`config.mk`:
```
export PLATFORM = sky130hd
export DESIGN_NAME = mccp_ctrl
export DESIGN_NICKNAME = d
export VERILOG_FILES = /design/src/rtl/core/mccp_pkg.sv /design/src/rtl/core/mccp_ctrl.sv
export VERILOG_INCLUDE_DIRS = /design/src /design/src/rtl/core
export SDC_FILE = /design/constraint.sdc
export NUM_CORES = 1
export LEC_CHECK = 0
export BUFFER_PORTS_ARGS = -buffer_cell sky130_fd_sc_hd__buf_2
export CAP_MARGIN = 20
export CELL_PAD_IN_SITES_DETAIL_PLACEMENT = 1
export CELL_PAD_IN_SITES_GLOBAL_PLACEMENT = 1
export CORE_MARGIN = 5
export CORE_UTILIZATION = 39
export CTS_CLUSTER_DIAMETER = 60
export CTS_CLUSTER_SIZE = 20
export DETAILED_ROUTE_END_ITERATION = 8
export PLACE_DENSITY = 0.74
export SYNTH_ARGS = -nofsm -noshare
export SYNTH_HDL_FRONTEND = slang
export SYNTH_SLANG_ARGS = --single-unit
export TNS_END_PERCENT = 20
```
`constraint.sdc`:
```
create_clock -name clk_i -period 2.5 [get_ports clk_i]
set_input_delay 0.25 -clock clk_i [delete_from_list [all_inputs] [get_ports clk_i]]
set_output_delay 0.25 -clock clk_i [all_outputs]
set_load 0.01 [all_outputs]
```
`src/rtl/core/monte_carlo_call_pricer_top_defines.svh`:
```
// Assertion macros shared by the Monte Carlo call pricer RTL.
`ifndef MONTE_CARLO_CALL_PRICER_TOP_DEFINES_SVH
`define MONTE_CARLO_CALL_PRICER_TOP_DEFINES_SVH
`ifndef SYNTHESIS
`define MCCP_ASSERT(lbl, prop, msg) \
  lbl: assert property (@(posedge clk_i) disable iff (!rst_ni) prop) else $error(msg);
`define MCCP_ASSERT_ALWAYS(lbl, prop, msg) \
  lbl: assert property (@(posedge clk_i) prop) else $error(msg);
`else
`define MCCP_ASSERT(lbl, prop, msg)
`define MCCP_ASSERT_ALWAYS(lbl, prop, msg)
`endif
`endif

```
`src/rtl/core/mccp_pkg.sv`:
```
// Package with constants, register codes and control types of the call pricer.
`default_nettype none
package mccp_pkg;

  localparam int SAMPLE_FRAC_BITS_DEF = 12;
  localparam int COUNT_WIDTH_DEF      = 32;

  localparam int CFG_IDX_W  = 3;
  localparam int CFG_DATA_W = 32;

  // ln 2 in Q.20 and its scaled reciprocal for the range reduction.
  localparam logic [19:0] LN2_Q20 = 20'd726817;
  localparam int          RCP_SHIFT = 40;
  localparam logic [20:0] LN2_RCP = 21'((64'd1 << RCP_SHIFT) / 64'd726817);
  // Offset that makes the clamped exponent non-negative: twelve times ln 2.
  localparam logic [24:0] EXP_OFFSET = 25'(12 * 726817);
  localparam logic signed [40:0] EXP_LIMIT = 41'sd8388608;

  localparam int          SERIES_TERMS = 12;
  localparam logic [30:0] ONE_Q30 = 31'h4000_0000;
  localparam logic [4:0]  SHIFT_BASE = 5'd26;
  // Series terms are divided by their index through a reciprocal scaled by 2^34.
  localparam int          TERM_RCP_SHIFT = 34;

  localparam int DIV_W       = 64;
  localparam int DIV_STEPS_W = 7;
  localparam logic [DIV_STEPS_W-1:0] MEAN_STEPS = 7'd64;

  typedef enum logic [CFG_IDX_W-1:0] {
    REG_SPOT     = 3'd0,
    REG_STRIKE   = 3'd1,
    REG_DRIFT    = 3'd2,
    REG_DIFFUSE  = 3'd3,
    REG_DISCOUNT = 3'd4
  } cfg_reg_e;

  typedef struct packed {
    logic load_in;
    logic prod;
    logic expn;
    logic rcp;
    logic red;
    logic corr;
    logic tmul;
    logic trcp;
    logic term_take;
    logic price;
    logic pay;
    logic div_mean;
    logic mean_take;
    logic out_load;
  } cmd_t;

  typedef struct packed {
    logic in_valid;
    logic last;
    logic div_busy;
    logic term_last;
    logic out_full;
  } sts_t;

endpackage
`default_nettype wire

```
`src/rtl/core/mccp_ctrl.sv`:
```
// Controller state machine sequencing one sample through the datapath.
`default_nettype none
`include "monte_carlo_call_pricer_top_defines.svh"
module mccp_ctrl (
  input  wire logic           clk_i,
  input  wire logic           rst_ni,
  input  wire mccp_pkg::sts_t sts_i,
  output mccp_pkg::cmd_t      cmd_o,
  output logic                in_ready_o
);
  typedef enum logic [13:0] {
    S_IDLE   = 14'b00000000000001,
    S_PROD   = 14'b00000000000010,
    S_EXPN   = 14'b00000000000100,
    S_RCP    = 14'b00000000001000,
    S_RED    = 14'b00000000010000,
    S_CORR   = 14'b00000000100000,
    S_TMUL   = 14'b00000001000000,
    S_TRCP   = 14'b00000010000000,
    S_TTAKE  = 14'b00000100000000,
    S_PRICE  = 14'b00001000000000,
    S_PAY    = 14'b00010000000000,
    S_MSTART = 14'b00100000000000,
    S_MWAIT  = 14'b01000000000000,
    S_DMUL   = 14'b10000000000000
  } state_e;

  state_e state_q, state_d;

  always_comb begin
    state_d = state_q;
    cmd_o   = '0;
    unique case (state_q)
      S_IDLE: begin
        if (sts_i.in_valid) begin
          cmd_o.load_in = 1'b1;
          state_d = S_PROD;
        end
      end
      S_PROD: begin
        cmd_o.prod = 1'b1;
        state_d = S_EXPN;
      end
      S_EXPN: begin
        cmd_o.expn = 1'b1;
        state_d = S_RCP;
      end
      S_RCP: begin
        cmd_o.rcp = 1'b1;
        state_d = S_RED;
      end
      S_RED: begin
        cmd_o.red = 1'b1;
        state_d = S_CORR;
      end
      S_CORR: begin
        cmd_o.corr = 1'b1;
        state_d = S_TMUL;
      end
      S_TMUL: begin
        cmd_o.tmul = 1'b1;
        state_d = S_TRCP;
      end
      S_TRCP: begin
        cmd_o.trcp = 1'b1;
        state_d = S_TTAKE;
      end
      S_TTAKE: begin
        cmd_o.term_take = 1'b1;
        state_d = sts_i.term_last ? S_PRICE : S_TMUL;
      end
      S_PRICE: begin
        cmd_o.price = 1'b1;
        state_d = S_PAY;
      end
      S_PAY: begin
        cmd_o.pay = 1'b1;
        state_d = sts_i.last ? S_MSTART : S_IDLE;
      end
      S_MSTART: begin
        cmd_o.div_mean = 1'b1;
        state_d = S_MWAIT;
      end
      S_MWAIT: begin
        if (!sts_i.div_busy) begin
          cmd_o.mean_take = 1'b1;
          state_d = S_DMUL;
        end
      end
      S_DMUL: begin
        if (!sts_i.out_full) begin
          cmd_o.out_load = 1'b1;
          state_d = S_IDLE;
        end
      end
      default: state_d = S_IDLE;
    endcase
  end

  always_ff @(posedge clk_i or negedge rst_ni) begin
    if (!rst_ni) begin
      state_q <= S_IDLE;
    end else begin
      state_q <= state_d;
    end
  end

  assign in_ready_o = state_q == S_IDLE;

  `MCCP_ASSERT(a_accept_starts, (sts_i.in_valid && in_ready_o) |=> (state_q == S_PROD), "accepted sample did not start")
  `MCCP_ASSERT(a_div_free, cmd_o.div_mean |-> !sts_i.div_busy, "divider started while busy")
  `MCCP_ASSERT_ALWAYS(a_out_free, cmd_o.out_load |-> !sts_i.out_full, "result overwrote a pending result")
endmodule
`default_nettype wire

```
---- Word-level counts from Yosys, hierarchy flattened ----
Cells that the tools add are included.
storage, ports and cells
  bits in registers ....................... 14
  bits in latches ......................... 0
  bits in writable memories ............... 0
  memory bits (read-only) ................. 0
  input port bits ......................... 7
  output and inout bits ................... 15
  word-level logic and storage cells ...... 42
  memories kept ........................... 0
operators by class
  add/sub/neg operators ................... 0
  $mul .................................... 0
  div/mod/pow operators ................... 0
  order comparisons ....................... 0
  equal/unequal tests ..................... 17
  shifts and indexed selects .............. 0
  mux-type cells .......................... 23
  bitwise gates (word level) .............. 0
  reduce and logical (&&, ||, !) cells .... 1
operators by type and width
  operator                                         number
  case mux 14 bit (14 select lines)                1
  two-way mux 14 bit                               3
  two-way mux 1 bit                                17
  == test 14 x 1 -> 1 bit, second input constant   1
  == test 14 x 10 -> 1 bit, second input constant  1
  == test 14 x 11 -> 1 bit, second input constant  1
  == test 14 x 12 -> 1 bit, second input constant  1
  == test 14 x 13 -> 1 bit, second input constant  1
  == test 14 bit, second input constant            1
  == test 14 x 2 -> 1 bit, second input constant   1
  == test 14 x 3 -> 1 bit, second input constant   1
  == test 14 x 4 -> 1 bit, second input constant   1
  == test 14 x 5 -> 1 bit, second input constant   1
  == test 14 x 6 -> 1 bit, second input constant   1
  == test 14 x 7 -> 1 bit, second input constant   1
  == test 14 x 8 -> 1 bit, second input constant   1
  == test 14 x 9 -> 1 bit, second input constant   1
  two-way mux 12 bit                               1
  two-way mux 10 bit                               1
  != test 2 bit, second input constant             3
  AND reduction 3 bit                              1

---- Longest topological paths before layout ----
Gate-level depths: netlist of the first run.
  depth after elaboration ................. 3
  gate-level depth with buffers ........... 6
  gate-level depth less buffers ........... 5

---- Worst setup path before layout of the first run ----
No wires, ideal clock.
  path type ............................... flip-flop to output port
  start ................................... register state_q[5]
  end ..................................... output port cmd_o[13] in the netlist's numbering
  data arrival time ....................... 1.727 ns
  required time ........................... 2.250 ns
  setup slack ............................. 0.523 ns
  cell stages (with the launch flop) ...... 5
  buffers on the path ..................... 0
  cell sequence ........................... dfrtp_1 > nor4_2 > nand3_1 > nor4_2 > and2_1
RTL lines
  what                    RTL line          text
  start, declared         mccp_ctrl.sv:28   state_e state_q, state_d;
  start signal, assigned  mccp_ctrl.sv:104  state_q <= state_d;
  end, declared           mccp_ctrl.sv:8    output mccp_pkg::cmd_t cmd_o,

==> impl_metrics.yaml, run 1 <==
setup_path:
  path_cells: "or4_1 -> nor3_4 -> nand2_2 -> nor3b_4 -> buf_2"
  critical_path.endpoint: "cmd_o[5]"
  cp.required_ps: 2250
  cp_max_fo: 8
  reg2reg_from: "state_q[11]"
  critPathLaunchType: "register"
  ff2ff_setup_slack_ps: 560
  path_buf_inv: 1
  slowest_stage: "or4_1"
  rr_worst_depth: 5
  path_delay_family: "simple AND/OR/NAND/NOR gates"
  crit_cells: 5
  cp.arrival_ps: 2120
  critPathKind: "register to output pin"
  reg2reg_to: "state_q[12]"
  max_stage_delay_ps: 640
  cp-end-kind: "output pin"
  crit_path_start: "state_q[11]"
final_layout:
  largest_register_ffs: 14
  post_route_cells_drive_above_1_share_pct: 31.1
  fillers: 282
  nNetsFinal: 127
  regMostFlops: "state_q"
  utilization_pct: 46.5
  area_growth_pct: 17.3
  top_regs: "state_q (14)"
  diodes: 0
routing:
  final_antenna_net_count: 0
  wirelength_mm: 2.46
  post_drt_wl_per_cell_um: 16.5
  drcViolationCount: 0
  vias: 871
  drtPass1Iterations: 4
  routed_via_density: 5.85
  initialDrtViolationCount: 26
sta:
  setup_viol: 0
  fin_crit_sh_pct: 95.0
  grt_setup_unrepaired: "no"
  tightest_slew_ps: 628
  worst_slack_ps: 125
  hold_violations: 0
  maxSlewHeadroom_pct: 57.5
  setup-tns-final_ps: 0
  fmax_mhz: 421
  finalCriticalPeriod_ps: 2370
  skew_ps: 2.89
  slew_viol_final: 0
clock_tree:
  clock_latency_ps: 290
  clock_sinks: 14
  numCtsBuffers: 3
  clk_path_buf_depth: 2
  cts-root-buf: "clkbuf_4"
  cts_tree: "done"
  clkSlewWorstSetupHoldPaths_ps: 80
  post-cts-setup-buffer-count: 0
  htree_num_levels: 1
placement:
  place_hpwl_mm: 1.85
  place_congestion: 0.770
  port_buffers: 21
  place_ws_ps: 352
yosys:
  synth_edf_count: 0
  ys.flop_type: "dfrtp_1"
  syn_area_per_cell_um2: 9.75
  ys_types: 44
  ys_seq_area_share_pct: 36.8
  synth-async-reset-ratio_pct: 100
  yosys_warnings: 0
  synth_fp_nets: 105
  synth_cells: 98
  netlist_area_um2: 956
  ys_seq_elements: 14
run_status:
  status: "complete, no violations"
die:
  die_h_um: 59.5
  dieWidth_um: 59.5
  die-area_mm2: 0.00354
  fp-row-count: 18
  initial_core_util_pct: 39.7
  coreArea_mm2: 0.00241
  io_pins: 22
power:
  leakagePower_nw: 0.556
  powerDensity_mw_per_mm2: 848
  vdd_drop_max_uv: 488
global_routing:
  grt.overflow.total: 0
  grt_max_degree: 15
  antenna_found_initial: 0
  grt_use_total_pct: 14.4
  grt_pass1_wl_mm: 3.81
  grt_pass1_vias: 804
min_path:
  hold_depth: 2
  min_path_type: "input port to register"
  worstHoldStart: "sts_i[3]"
flow_run:
  maxCapViolations: 0
kinds of logic (layout without fill, tap and decap cells):
group	after synthesis	after routing	share of synthesized area, %
AND/OR/NAND/NOR	59	59	44.5
flip-flops	14	14	36.8
AO/OA/AOI/OAI	12	12	9.82
buffers and inverters	9	30	5.23
XOR/XNOR	4	4	3.67
worst min-delay path by stage:
stage	to	slack (ps)
5_1_grt	state_q[11]	180
3_3_place_gp	state_q[6]	170
6_report	state_q[11]	190
4_1_cts	state_q[11]	180
2_1_floorplan	state_q[10]	-50
3_5_place_dp	state_q[6]	160
cells in the final DEF, fill, tap and decap left out, types with 2 or more instances in the layout:
master / synthesis / final
a21oi_1: 2 / 2
and2_1: 4 / 4
and3_1: 3 / 3
and4_1: 2 / 2
buf_2: 1 / 21
clkbuf_4: 0 / 3
dfrtp_1: 13 / 13
inv_1: 3 / 3
nand2_1: 2 / 2
nand2b_1: 2 / 2
nand3_1: 2 / 2
nand3b_1: 2 / 2
nor2_1: 10 / 10
nor3b_1: 7 / 7
nor4_1: 5 / 5
nor4_2: 4 / 2
nor4_4: 0 / 2
nor4b_1: 3 / 3
o21ai_0: 2 / 2
or4_1: 2 / 2
xor2_1: 3 / 3
metal layers:
layer,wire [um],global-route usage [%],part of all wire (%),vias to the layer above
li1,-,-,-,414
met1,1100,18.4,45,432
met2,1220,23.4,49,21
met3,89,2.18,3.6,4
met4,52,7.59,2.1,0
met5,0,0,0,-
area by class of cell:
class	count	area, um^2	share of cell area (%)
Clock buffer	4	26.3	2.34
Timing Repair Buffer	23	123	10.9
Sequential cell	14	352	31.4
Inverter	3	11.3	1.00
Tap cell	30	37.5	3.35
Multi-Input combinational cell	75	572	51.0
report_power, final:
part,leakage [nW],switching [mW],internal (mW)
logic,0.351,0.269,0.215
registers,0.190,0.0641,0.264
clock network,0.0150,0.0761,0.0621
total,0.556,0.409,0.542
per-stage QoR:
stage                     instance area, um^2  instances  hold WS, ps  total power, mW
final                                    1120        149          191            0.950
after global placement                   1070        144          165            0.799
after global routing                     1120        149          176             1.02
after floorplan                           956         98        -45.6            0.707
after detailed placement                 1070        144          161            0.808
after CTS                                1100        149          178            0.955
synthesized netlist by cell type (2+ instances only):
| cell type | count | share of area [%] |
|---|---|---|
| a21oi_1 | 2 | 1.0 |
| and2_1 | 4 | 2.6 |
| and3_1 | 3 | 2.0 |
| and4_1 | 2 | 1.8 |
| buf_4 | 2 | 1.6 |
| dfrtp_1 | 13 | 34 |
| inv_1 | 3 | 1.2 |
| nand2_1 | 2 | 0.79 |
| nand2b_1 | 2 | 1.3 |
| nand3_1 | 2 | 1.0 |
| nand3b_1 | 2 | 1.6 |
| nor2_1 | 10 | 3.9 |
| nor3b_1 | 7 | 5.5 |
| nor4_1 | 5 | 3.3 |
| nor4_2 | 4 | 5.2 |
| nor4b_1 | 3 | 2.7 |
| o21ai_0 | 2 | 1.0 |
| or4_1 | 2 | 1.6 |
| xor2_1 | 3 | 2.7 |
repair_timing:
item / CTS / global route
setup endpoints to repair: 0 / 3
hold buffers: 1 / 0
resized for setup: 0 / 2
endpoints found under the hold margin: 13 / 0
(Power assumes the default switching activity.)
==> run 2: changes to the inputs <==
--- a/config.mk
+++ b/config.mk
@@ -6,16 +6,17 @@
 export SDC_FILE = /design/constraint.sdc
 export NUM_CORES = 1
 export LEC_CHECK = 0
+export ABC_CLOCK_PERIOD_IN_PS = 2500
 export BUFFER_PORTS_ARGS = -buffer_cell sky130_fd_sc_hd__buf_2
 export CAP_MARGIN = 20
 export CELL_PAD_IN_SITES_DETAIL_PLACEMENT = 1
 export CELL_PAD_IN_SITES_GLOBAL_PLACEMENT = 1
 export CORE_MARGIN = 5
-export CORE_UTILIZATION = 39
+export CORE_UTILIZATION = 35
 export CTS_CLUSTER_DIAMETER = 60
 export CTS_CLUSTER_SIZE = 20
 export DETAILED_ROUTE_END_ITERATION = 8
-export PLACE_DENSITY = 0.74
+export PLACE_DENSITY = 0.68
 export SYNTH_ARGS = -nofsm -noshare
 export SYNTH_HDL_FRONTEND = slang
 export SYNTH_SLANG_ARGS = --single-unit
==> run 2 against run 1 <==
Total power increased by 3.2%. Highest routed layer unchanged. Setup slack improved by 9.0 ps. Clock power increased by 20%. Largest cell class unchanged. Critical endpoint unchanged. Routed wire length about the same. Cell count increased by 1.3%. Critical path depth unchanged. Die area increased by 9.5%. Sequential power about the same.
==> impl_metrics.yaml, run 2 (synthesis gave the netlist of run 1 again) <==
die:
  initial_core_util_pct: 35.6
  fp-row-count: 19
  coreArea_mm2: 0.00269
  dieWidth_um: 62.3
  die-area_mm2: 0.00388
  die_h_um: 62.3
  io_pins: 22
sta:
  setup_viol: 0
  tightest_slew_ps: 552
  maxSlewHeadroom_pct: 62.7
  finalCriticalPeriod_ps: 2370
  fmax_mhz: 423
  whs_ps: 191
  fin_crit_sh_pct: 94.6
  skew_ps: 3.06
  slew_viol_final: 0
  hold_violations: 0
final_layout:
  most-common-layout-cells: "buf_2, dfrtp_1, nor2_1, nor3b_1, nor4_1"
  utilization_pct: 42.5
  top_regs: "state_q (14)"
  fillers: 322
  largest_register_ffs: 14
  final_common_cell: "buf_2"
  area_growth_pct: 19.5
  fin_cells: 151
  nNetsFinal: 128
  post_route_cells_drive_above_1_share_pct: 34.2
  stdcell_area_mm2: 0.00114
  diodes: 0
  regMostFlops: "state_q"
setup_path:
  path_cells: "or4_4 -> nor3_4 -> nand2_2 -> nor3b_4 -> buf_2"
  cp_max_fo: 9
  cp.required_ps: 2250
  slowest_stage: "or4_4"
  cp.arrival_ps: 2120
  path_delay_family: "simple AND/OR/NAND/NOR gates"
  cp-end-kind: "output pin"
  max_stage_delay_ps: 600
  critPathLaunchType: "register"
  path_buf_inv: 1
  critPathKind: "register to output pin"
global_routing:
  grt_max_degree: 15
  grt.overflow.total: 0
  antenna_found_initial: 0
  grt_pass1_vias: 883
  grt_pass1_wl_mm: 4.25
  grt_use_total_pct: 13.6
clock_tree:
  clock_latency_ps: 280
  clock_sinks: 14
  clkSlewWorstSetupHoldPaths_ps: 80
  clk_path_buf_depth: 2
  cts-root-buf: "clkbuf_4"
  cts_tree: "done"
  htree_num_levels: 1
  numCtsBuffers: 3
routing:
  drtPass1Iterations: 4
  vias: 852
  wirelength_mm: 2.46
  initialDrtViolationCount: 13
  routed_via_density: 5.64
  drcViolationCount: 0
  final_antenna_net_count: 0
  post_drt_wl_per_cell_um: 16.3
power:
  vdd_drop_max_uv: 549
  leakagePower_nw: 0.563
  powerDensity_mw_per_mm2: 859
placement:
  place_inst: 145
  place_congestion: 0.783
  placed_area_mm2: 0.00107
  port_buffers: 21
  place_hpwl_mm: 1.86
run_status:
  status: "complete, no violations"
min_path:
  min_path_type: "input port to register"
flow_run:
  maxCapViolations: 0
run 2: cell count changes in the layout (fill, tap and decap cells not counted):
cell,before,now
clkbuf_1,1,0
buf_4,1,2
dfrtp_2,0,2
clkbuf_8,0,1
dfrtp_1,13,11
run 2: layer usage:
metal | wire, um | track usage, % | up-vias
met3 | 60 | 2.52 | 4
met4 | 45 | 6.37 | 0
met1 | 1100 | 16.7 | 422
li1 | - | - | 415
met5 | 0 | 0 | -
met2 | 1260 | 22.8 | 11
run 2: report_power, final:
| part | total (mW) | internal (mW) | switching (mW) | leakage, nW |
|---|---|---|---|---|
| clock | 0.166 | 0.0887 | 0.0773 | 0.0210 |
| combinational | 0.484 | 0.215 | 0.269 | 0.355 |
| sequential | 0.331 | 0.266 | 0.0654 | 0.187 |
run 2: layout make-up:
cell class                      instances  area [um^2]  area share [%]
Clock buffer                            4         36.3            3.18
Inverter                                3         11.3           0.986
Multi-Input combinational cell         75          572            50.1
Sequential cell                        14          354            31.0
Tap cell                               31         38.8            3.40
Timing Repair Buffer                   24          130            11.4
run 2: stage by stage:
step | power (mW) | setup TNS [ps] | setup slack [ps]
finish | 0.981 | 0 | 134
global placement | 0.803 | 0 | 423
floorplan | 0.707 | 0 | 523
global route | 1.07 | -6.44 | -6.44
detailed placement | 0.809 | 0 | 280
CTS | 0.979 | 0 | 59.1
run 2: worst paths after layout:
check / start / end / slack (ps) / cells past startpoint
max: state_q[1] / cmd_o[5] / 130 / 5
min: sts_i[3] / state_q[11] / 190 / 2
max reg2reg: state_q[0] / state_q[0] / 610 / 5
min reg2reg: state_q[0] / state_q[0] / 600 / 1
max in group asynchronous: rst_ni / state_q[0] / 1810 / 2
min in group asynchronous: rst_ni / state_q[8] / 390 / 2
run 2: worst reg2reg max path, stage by stage (launching register included):
cell and delay [ps]:
dfstp_2 650, nor4_1 120, and4_4 220, a41o_1 190, or4_1 520, a2bb2oi_2 130
run 2: timing repair:
action	CTS	global route
setup buffers	0	1
gates resized for setup	1	3
endpoints found under the hold margin	13	0
setup endpoints to repair	1	3
pin swaps	0	1
gates cloned	0	0
hold buffers	1	0
